$ cat config.mk
export PLATFORM = sky130hd
export DESIGN_NAME = fan_speed_button_controller_core
export DESIGN_NICKNAME = d
export VERILOG_FILES = /design/src/hdl/fsbc_pkg.sv /design/src/hdl/fsbc_step.sv /design/src/hdl/fan_speed_button_controller_core.sv
export SDC_FILE = /design/constraint.sdc
export NUM_CORES = 1
export LEC_CHECK = 0
export BUFFER_PORTS_ARGS = -buffer_cell sky130_fd_sc_hd__buf_2
export CAP_MARGIN = 20
export CORE_UTILIZATION = 60
export DETAILED_ROUTE_END_ITERATION = 7
export MAX_ROUTING_LAYER = met4
export PLACE_DENSITY = 0.79
export REMOVE_ABC_BUFFERS = 1
export SLEW_MARGIN = 10
export SYNTH_ARGS = -nofsm -noshare
export SYNTH_HDL_FRONTEND = slang
export SYNTH_SLANG_ARGS = --single-unit
$ cat constraint.sdc
create_clock -name clk -period 16.7 [get_ports clk]
set_input_delay 0 -clock clk [delete_from_list [all_inputs] [get_ports clk]]
set_output_delay 0 -clock clk [all_outputs]
set_load 0.05 [all_outputs]
$ cat src/hdl/fsbc_pkg.sv
`default_nettype none
// ----------------------------------------------------------------------------
// fsbc_pkg
// Shared types, codes and lookup tables for the fan speed button controller.
// ----------------------------------------------------------------------------
package fsbc_pkg;

    localparam logic [1:0] ACT_POLL = 2'd0;
    localparam logic [1:0] ACT_LEAVE_DONE = 2'd1;
    localparam logic [1:0] ACT_JOIN_DONE = 2'd2;

    localparam logic [1:0] JOIN_NONE = 2'd0;
    localparam logic [1:0] JOIN_START = 2'd1;
    localparam logic [1:0] JOIN_RETRY = 2'd2;

    localparam logic [1:0] CFG_POLL_INTERVAL = 2'd0;
    localparam logic [1:0] CFG_PAIR_HOLD = 2'd1;
    localparam logic [1:0] CFG_RESET_HOLD = 2'd2;

    localparam int CFG_INDEX_W = 2;
    localparam int CFG_DATA_W = 16;

    localparam logic [3:0] MAX_STEP = 4'd10;

    localparam logic [9:0] POLL_INTERVAL_RST = 10'd50;
    localparam logic [15:0] PAIR_HOLD_RST = 16'd1000;
    localparam logic [15:0] RESET_HOLD_RST = 16'd10000;
    localparam logic [3:0] LAST_STEP_RST = 4'd10;

    typedef struct packed {
        logic [1:0] action;
        logic [31:0] now_ms;
        logic mode_pressed;
        logic toggle_pressed;
        logic up_pressed;
        logic down_pressed;
        logic status_ok;
    } item_t;

    typedef struct packed {
        logic [3:0] fan_step;
        logic [12:0] pwm_duty;
        logic [7:0] level_attr;
        logic onoff_attr;
        logic pairing_active;
        logic reset_pending;
        logic leave_request;
        logic [1:0] join_request;
        logic poll_taken;
    } result_t;

    typedef struct packed {
        logic [9:0] poll_interval_ms;
        logic [15:0] pair_hold_ms;
        logic [15:0] reset_hold_ms;
    } cfg_t;

    typedef struct packed {
        logic [31:0] last_poll_time;
        logic [31:0] hold_start_time;
        logic mode_held;
        logic [3:0] speed_step;
        logic [3:0] last_nonzero_step;
        logic [7:0] level_value;
        logic on_flag;
        logic leave_pending;
        logic pairing_flag;
    } state_t;

    function automatic logic [12:0] duty_lut(input logic [3:0] step);
        logic [12:0] duty;
        case (step)
            4'd0: duty = 13'd0;
            4'd1: duty = 13'd3112;
            4'd2: duty = 13'd3510;
            4'd3: duty = 13'd4095;
            4'd4: duty = 13'd4680;
            4'd5: duty = 13'd5265;
            4'd6: duty = 13'd5850;
            4'd7: duty = 13'd6435;
            4'd8: duty = 13'd7020;
            4'd9: duty = 13'd7605;
            default: duty = 13'd8191;
        endcase
        return duty;
    endfunction

    function automatic logic [7:0] level_lut(input logic [3:0] step);
        logic [7:0] level;
        case (step)
            4'd0: level = 8'd0;
            4'd1: level = 8'd26;
            4'd2: level = 8'd51;
            4'd3: level = 8'd77;
            4'd4: level = 8'd102;
            4'd5: level = 8'd128;
            4'd6: level = 8'd153;
            4'd7: level = 8'd179;
            4'd8: level = 8'd204;
            4'd9: level = 8'd230;
            default: level = 8'd255;
        endcase
        return level;
    endfunction

endpackage
`default_nettype wire

$ cat src/hdl/fsbc_step.sv
`default_nettype none
// ----------------------------------------------------------------------------
// fsbc_step
// Single-pass update of the controller state for one beat, with its result.
// ----------------------------------------------------------------------------
module fsbc_step (
    input  wire fsbc_pkg::cfg_t    cfg,
    input  wire fsbc_pkg::state_t  state,
    input  wire fsbc_pkg::item_t   item,
    output fsbc_pkg::state_t       state_next,
    output fsbc_pkg::result_t      result
);

    fsbc_pkg::state_t s;
    logic [31:0] since_poll;
    logic [31:0] held_for;
    logic leave_now;
    logic [1:0] join_req;
    logic taken;
    logic skip;

    assign since_poll = item.now_ms - state.last_poll_time;
    assign held_for = item.now_ms - state.hold_start_time;

    always_comb
    begin
        s = state;
        leave_now = 1'b0;
        join_req = fsbc_pkg::JOIN_NONE;
        taken = 1'b0;
        skip = 1'b0;
        unique case (item.action)
            fsbc_pkg::ACT_POLL:
            begin
                if (since_poll >= {22'd0, cfg.poll_interval_ms})
                begin
                    taken = 1'b1;
                    s.last_poll_time = item.now_ms;
                    if (item.mode_pressed)
                    begin
                        if (!state.mode_held)
                        begin
                            s.hold_start_time = item.now_ms;
                            s.mode_held = 1'b1;
                        end
                        else if (held_for >= {16'd0, cfg.reset_hold_ms})
                        begin
                            s.leave_pending = 1'b1;
                            leave_now = 1'b1;
                            s.mode_held = 1'b0;
                            skip = 1'b1;
                        end
                    end
                    else
                    begin
                        if (state.mode_held && held_for >= {16'd0, cfg.pair_hold_ms}
                            && held_for < {16'd0, cfg.reset_hold_ms})
                        begin
                            s.pairing_flag = 1'b1;
                            join_req = fsbc_pkg::JOIN_START;
                        end
                        s.mode_held = 1'b0;
                    end
                    if (!skip && !s.leave_pending)
                    begin
                        if (item.toggle_pressed)
                        begin
                            if (s.speed_step == 4'd0)
                            begin
                                s.on_flag = 1'b1;
                                s.speed_step = s.last_nonzero_step;
                            end
                            else
                            begin
                                s.on_flag = 1'b0;
                                s.speed_step = 4'd0;
                            end
                            s.level_value = fsbc_pkg::level_lut(s.speed_step);
                        end
                        if (item.up_pressed && s.speed_step < fsbc_pkg::MAX_STEP)
                        begin
                            s.speed_step = s.speed_step + 4'd1;
                            s.last_nonzero_step = s.speed_step;
                            s.on_flag = 1'b1;
                            s.level_value = fsbc_pkg::level_lut(s.speed_step);
                        end
                        if (item.down_pressed && s.speed_step != 4'd0)
                        begin
                            s.speed_step = s.speed_step - 4'd1;
                            if (s.speed_step != 4'd0)
                            begin
                                s.on_flag = 1'b1;
                                s.last_nonzero_step = s.speed_step;
                            end
                            else
                            begin
                                s.on_flag = 1'b0;
                            end
                            s.level_value = fsbc_pkg::level_lut(s.speed_step);
                        end
                    end
                end
            end
            fsbc_pkg::ACT_LEAVE_DONE:
            begin
                s.leave_pending = 1'b0;
                if (item.status_ok)
                begin
                    join_req = fsbc_pkg::JOIN_START;
                end
            end
            fsbc_pkg::ACT_JOIN_DONE:
            begin
                if (item.status_ok)
                begin
                    s.pairing_flag = 1'b0;
                end
                else if (state.pairing_flag)
                begin
                    join_req = fsbc_pkg::JOIN_RETRY;
                end
            end
            default:
            begin
                s = state;
            end
        endcase
    end

    assign state_next = s;

    assign result.fan_step = s.speed_step;
    assign result.pwm_duty = fsbc_pkg::duty_lut(s.speed_step);
    assign result.level_attr = s.level_value;
    assign result.onoff_attr = s.on_flag;
    assign result.pairing_active = s.pairing_flag;
    assign result.reset_pending = s.leave_pending;
    assign result.leave_request = leave_now;
    assign result.join_request = join_req;
    assign result.poll_taken = taken;

endmodule
`default_nettype wire

$ cat src/hdl/fan_speed_button_controller_core.sv
`default_nettype none
// ----------------------------------------------------------------------------
// fan_speed_button_controller_core
// Button poll and network event handling for a stepped fan with pwm duty.
// ----------------------------------------------------------------------------
// One beat is accepted every clock cycle while item_ready is high. An accepted
// beat is captured in the input register, the state update and result are
// computed from it in a single combinational pass, and the result is held in
// the output register, from which it is offered. The input register keeps
// taking beats while a result waits for result_ready; it stalls only when both
// registers are full and result_ready is low. Configuration writes take effect
// on the next edge and are expected only while no beat is in flight.
module fan_speed_button_controller_core (
    input  wire                                   clk,
    input  wire                                   rst_n,
    input  wire                                   item_valid,
    output logic                                  item_ready,
    input  wire fsbc_pkg::item_t                  item,
    output logic                                  result_valid,
    input  wire                                   result_ready,
    output fsbc_pkg::result_t                     result,
    input  wire                                   cfg_write,
    input  wire [fsbc_pkg::CFG_INDEX_W-1:0]       cfg_index,
    input  wire [fsbc_pkg::CFG_DATA_W-1:0]        cfg_data
);

    fsbc_pkg::cfg_t cfg_reg;
    fsbc_pkg::state_t state_reg;
    fsbc_pkg::state_t state_next;
    fsbc_pkg::item_t item_reg;
    fsbc_pkg::result_t result_reg;
    fsbc_pkg::result_t result_next;
    logic item_valid_reg;
    logic result_valid_reg;
    logic advance;

    assign advance = item_valid_reg && (!result_valid_reg || result_ready);
    assign item_ready = !item_valid_reg || advance;
    assign result_valid = result_valid_reg;
    assign result = result_reg;

    always_ff @(posedge clk or negedge rst_n)
    begin
        if (!rst_n)
        begin
            cfg_reg.poll_interval_ms <= fsbc_pkg::POLL_INTERVAL_RST;
            cfg_reg.pair_hold_ms <= fsbc_pkg::PAIR_HOLD_RST;
            cfg_reg.reset_hold_ms <= fsbc_pkg::RESET_HOLD_RST;
        end
        else if (cfg_write)
        begin
            unique case (cfg_index)
                fsbc_pkg::CFG_POLL_INTERVAL: cfg_reg.poll_interval_ms <= cfg_data[9:0];
                fsbc_pkg::CFG_PAIR_HOLD: cfg_reg.pair_hold_ms <= cfg_data;
                fsbc_pkg::CFG_RESET_HOLD: cfg_reg.reset_hold_ms <= cfg_data;
                default: cfg_reg <= cfg_reg;
            endcase
        end
    end

    always_ff @(posedge clk or negedge rst_n)
    begin
        if (!rst_n)
        begin
            item_valid_reg <= 1'b0;
            result_valid_reg <= 1'b0;
            state_reg.last_poll_time <= 32'd0;
            state_reg.hold_start_time <= 32'd0;
            state_reg.mode_held <= 1'b0;
            state_reg.speed_step <= 4'd0;
            state_reg.last_nonzero_step <= fsbc_pkg::LAST_STEP_RST;
            state_reg.level_value <= 8'd0;
            state_reg.on_flag <= 1'b0;
            state_reg.leave_pending <= 1'b0;
            state_reg.pairing_flag <= 1'b0;
        end
        else
        begin
            if (item_valid && item_ready)
            begin
                item_valid_reg <= 1'b1;
            end
            else if (advance)
            begin
                item_valid_reg <= 1'b0;
            end
            if (advance)
            begin
                result_valid_reg <= 1'b1;
                state_reg <= state_next;
            end
            else if (result_ready)
            begin
                result_valid_reg <= 1'b0;
            end
        end
    end

    // payload
    always_ff @(posedge clk)
    begin
        if (item_valid && item_ready)
        begin
            item_reg <= item;
        end
        if (advance)
        begin
            result_reg <= result_next;
        end
    end

    fsbc_step u_step (
        .cfg        (cfg_reg),
        .state      (state_reg),
        .item       (item_reg),
        .state_next (state_next),
        .result     (result_next)
    );

`ifndef SYNTHESIS
    assert_speed_range: assert property (@(posedge clk) disable iff (!rst_n)
        state_reg.speed_step <= fsbc_pkg::MAX_STEP
        && state_reg.last_nonzero_step != 4'd0)
        else $error("speed step out of range");

    assert_onoff_match: assert property (@(posedge clk) disable iff (!rst_n)
        result_valid_reg |-> (result_reg.onoff_attr == (result_reg.fan_step != 4'd0)))
        else $error("on/off attribute disagrees with fan speed");

    assert_leave_flag: assert property (@(posedge clk) disable iff (!rst_n)
        result_valid_reg && result_reg.leave_request |-> result_reg.reset_pending
        && result_reg.poll_taken)
        else $error("leave request without pending leave");

    assert_retry_source: assert property (@(posedge clk) disable iff (!rst_n)
        result_valid_reg && result_reg.join_request == fsbc_pkg::JOIN_RETRY
        |-> !result_reg.poll_taken && result_reg.pairing_active)
        else $error("join retry from a poll beat");

    assert_hold_full: assert property (@(posedge clk) disable iff (!rst_n)
        item_valid_reg && !advance |=> item_valid_reg && $stable(item_reg))
        else $error("stalled beat lost from input register");
`endif

endmodule
`default_nettype wire
==> flow_metrics.env <==
export IMPL_largest_register_ffs=84
export IMPL_totalPowerFinal_mw=2.58
export IMPL_floorplan_initialDensity=0.616
export IMPL_nFillCells=1661
export IMPL_core_area_sq_um=22000
export IMPL_final_antenna_net_count=0
export IMPL_syn_cell_area_sq_um=13500
export IMPL_drc=16
export IMPL_critical_path_reg2reg_startpoint="item_reg[9]$_DFFE_PP_"
export IMPL_period_needed_ps=6900
export IMPL_worst_slack_ps=9800
export IMPL_die_width_um=152
export IMPL_power_density_nw_per_um2=168
export IMPL_regToRegSetupSlack_ps=9800
export IMPL_worstSetupStartpointType="flop"
export IMPL_first_global_vias=10840
export IMPL_ir_drop_uv=79.0
export IMPL_track_usage=0.297
export IMPL_worst_slew_pin_transition_ps=998
export IMPL_final_net_count=1732
export IMPL_path_delay_family="compound AO/OA/AOI/OAI gates"
export IMPL_setup_tns_ps=0
export IMPL_slew_violations=0
export IMPL_clock_root_buffer="clkbuf_16"
export IMPL_timing_critical_path_to_type="flop"
export IMPL_cts_resized_gates=0
export IMPL_cts_max_path_buffers=2
export IMPL_finalWirelength_mm=32.6
export IMPL_pin_count=96
export IMPL_drive_gt1_frac=0.172
export IMPL_ys_seq_area_frac=0.389
export IMPL_synthesis_area_per_instance_sq_um=9.60
export IMPL_mean_number_of_vias_per_cell=6.03
export IMPL_multiInputGateArea_sq_um=7540
export IMPL_min_from="cfg_index[1]"
export IMPL_timing_critical_path_cells="ha_1, o211ai_1, a21oi_1, o21ai_0, a21oi_1, xor2_1, ha_1, nand2_1, nor2_1, a2111oi_0, o2111ai_1, or4_1, a211o_1, nor4_4, nand4_2, a31o_2, nor2_4, mux2i_1, inv_1, ha_1, inv_1, mux2i_1, mux2i_1, mux2i_1"
export IMPL_unrepaired_setup_endpoints_after_global_routing="no"
export IMPL_cts_inserted_buffers=17
export IMPL_arrival_time_at_the_worst_endpoint_ps=7080
export IMPL_timing_hold_worst_class="in -> reg"
export IMPL_synthArstFlopShare=0.653
export IMPL_design_die_area_sq_um=23100
export IMPL_die_y_extent_um=152
export IMPL_hold_path_cell_count=5
export IMPL_crit_fanout=19
export IMPL_insertedDiodeCount=0
export IMPL_netlist_area_leader_share=0.207
export IMPL_max_freq_mhz=145
export IMPL_cts_num_sinks=196
export IMPL_final_cells=1840
export IMPL_number_of_enable_flip_flop_cells_after_synthesis=68
export IMPL_postSynthRegisterBits=196
export IMPL_route_vias_total=11090
export IMPL_max_slew_headroom=0.332
export IMPL_path_common_cell="mux2i_1"
export IMPL_cp_num_buf_inv=2
export IMPL_wire_per_inst_um=17.7
export IMPL_failed_checks="design-rule violations"
export IMPL_outcome="finished with violations"
export IMPL_synth_warnings=0
export IMPL_yosysUniqueCellTypes=84
export IMPL_synthesis_instances=1408
export IMPL_timing_setup_critical_path_class="reg -> reg"
export IMPL_layout_area_overhead_vs_synth_pct=14.0
export IMPL_grt_antenna_before_repair=0
export IMPL_rr_worst_depth=24
export IMPL_p_leak_nw=6.90
export IMPL_finalCritPeriodShare=0.413
export IMPL_critical_path_s_largest_stage_delay_ps=560
export IMPL_maxCapViolCount=0
export IMPL_dp_cells=1743
export IMPL_finalHoldViolCount=0
export IMPL_buffer_ports_inserted=95
export IMPL_layout_area_seq_sq_um=5270
export IMPL_timing_clock_skew_ps=15.6
export IMPL_first_iter_violations=608
export IMPL_row_count=54
export IMPL_tritoncts="built"
export IMPL_maximum_number_of_pins_on_one_net_before_global_route_repair=69
export IMPL_regToRegEndpoint="result[24]$_DFFE_PP_"
export IMPL_worst_path_max_delay_cell="a2111oi_0"
export IMPL_clock_tree_htree_level_count=4
export IMPL_min_delay_worst_endpoint="cfg_reg[38]$_DFFE_PN0P_"
export IMPL_cell_taking_the_most_area_after_synthesis="dfrtp_1"
export IMPL_worst_skew_pair_late_latency_ps=440
export IMPL_preCtsSetupSlack_ps=9900
export IMPL_dr_pass1_iters=8
export IMPL_req_time_crit_path_ps=16890
export IMPL_finalSetupViolCount=0
export IMPL_grt_remaining_overflow=0
export IMPL_gp_weighted_congestion=0.952
export IMPL_synthTopCellsByArea="dfrtp_1 (21%), edfxtp_1 (15%), ha_1 (11%), mux2_2 (7.7%), a21oi_1 (4.0%)"
export IMPL_clk_pin_slew_ps=80
export IMPL_grt_first_pass_wirelength_mm=53.2
export IMPL_hpwlAfterDp_mm=24.2
export IMPL_ys_flop_type="dfrtp_1"
## synth_stat cells, types with 4 or more instances
master	n
nor2_1	86
o21a_1	14
mux2_2	92
a211oi_1	18
a2bb2oi_1	4
o21ai_0	87
edfxtp_1	68
a21o_1	25
o21ai_1	10
o22ai_1	8
nor4_1	6
a221oi_1	4
dfrtp_1	112
a31oi_1	11
nand2b_1	24
o211ai_1	20
xnor2_1	38
mux2_1	16
a211o_1	6
o21bai_1	5
xor2_1	17
nand2_1	113
ha_1	121
dfstp_2	16
inv_1	134
a31o_2	7
a21oi_1	109
and2_1	4
nand4_1	24
nor3_1	21
buf_2	12
nand3b_1	4
nand3_1	29
clkbuf_1	26
nor2b_1	9
and3_1	6
mux2i_1	18
## layout by cell type (no fill, tap or decap), types with 25 or more instances in the layout
cell type | synthesis | routed
dfrtp_1 | 112 | 112
o21ai_0 | 87 | 87
dlygate4sd3_1 | 0 | 64
inv_1 | 134 | 134
mux2_2 | 92 | 92
nand2_1 | 113 | 113
nor2_1 | 86 | 86
buf_2 | 12 | 94
a21o_1 | 25 | 25
a21oi_1 | 109 | 109
edfxtp_1 | 68 | 68
nand3_1 | 29 | 29
xnor2_1 | 38 | 38
ha_1 | 121 | 121
## logic make-up after synthesis
family                   after synthesis  synth area share
AND/OR/NAND/NOR                      352             0.127
XOR/XNOR                              55            0.0356
buffers and inverters                182            0.0530
flip-flops                           196             0.389
AO/OA/AOI/OAI                        374             0.176
adder cells (fa/ha/maj)              123             0.115
multiplexers                         126             0.103
## worst reg2reg max path: stages, from the launching register on
cell and delay [ps]:
edfxtp_1 470, ha_1 440, o211ai_1 120, a21oi_1 280, o21ai_0 250, a21oi_1 390, xor2_1 280, ha_1 310
nand2_1 70, nor2_1 40, a2111oi_0 560, o2111ai_1 190, or4_1 500, a211o_1 290, nor4_4 250, nand4_2 220
a31o_2 370, nor2_4 430, mux2i_1 450, inv_1 120, ha_1 230, inv_1 100, mux2i_1 80, mux2i_1 150
mux2i_1 80
## per-stage QoR
stage | util | hold WS, ps | cell area [sq um]
finish | 0.702 | 88.4 | 15400
global placement | 0.646 | 123 | 14200
floorplan | - | -296 | 13300
detailed placement | 0.646 | 131 | 14200
global route | 0.702 | 124 | 15400
CTS | 0.701 | 5.76 | 15400
## routing by layer
| layer | share of wire | track usage |
|---|---|---|
| met5 | 0 | - |
| met1 | 0.45 | 0.378 |
| met4 | 0.034 | 0.128 |
| met2 | 0.47 | 0.476 |
| met3 | 0.054 | 0.0382 |
## worst max-delay path by stage
stage / cells past startpoint / to / startpoint / slack, ps
after global routing: 26 / result[24]$_DFFE_PP_ / item_reg[8]$_DFFE_PP_ / 9380
after CTS: 24 / result[24]$_DFFE_PP_ / item_reg[9]$_DFFE_PP_ / 9840
after global placement: 24 / result[24]$_DFFE_PP_ / item_reg[9]$_DFFE_PP_ / 10190
final: 24 / result[24]$_DFFE_PP_ / item_reg[9]$_DFFE_PP_ / 9800
after detailed placement: 24 / result[24]$_DFFE_PP_ / item_reg[9]$_DFFE_PP_ / 9900
after floorplan: 27 / result[24]$_DFFE_PP_ / state_reg[20]$_DFFE_PN0P_ / 10980
## cell type report
class	count	area share
clock inverters	14	0.00958
well taps	280	0.0227
repair buffers	164	0.0750
multi-input cells	1030	0.490
flip-flops and latches	196	0.342
inverters	138	0.0336
clock buffers	18	0.0278
## power by group
part	switching (mW)	internal [mW]
logic	0.899	0.569
clock network	0.196	0.211
registers	0.0770	0.635
## what timing repair did
item,CTS,global route
setup endpoints to repair,0,0
setup buffers,0,0
endpoints found under the hold margin,135,2
hold buffers,62,2
(Power assumes the default switching activity.)
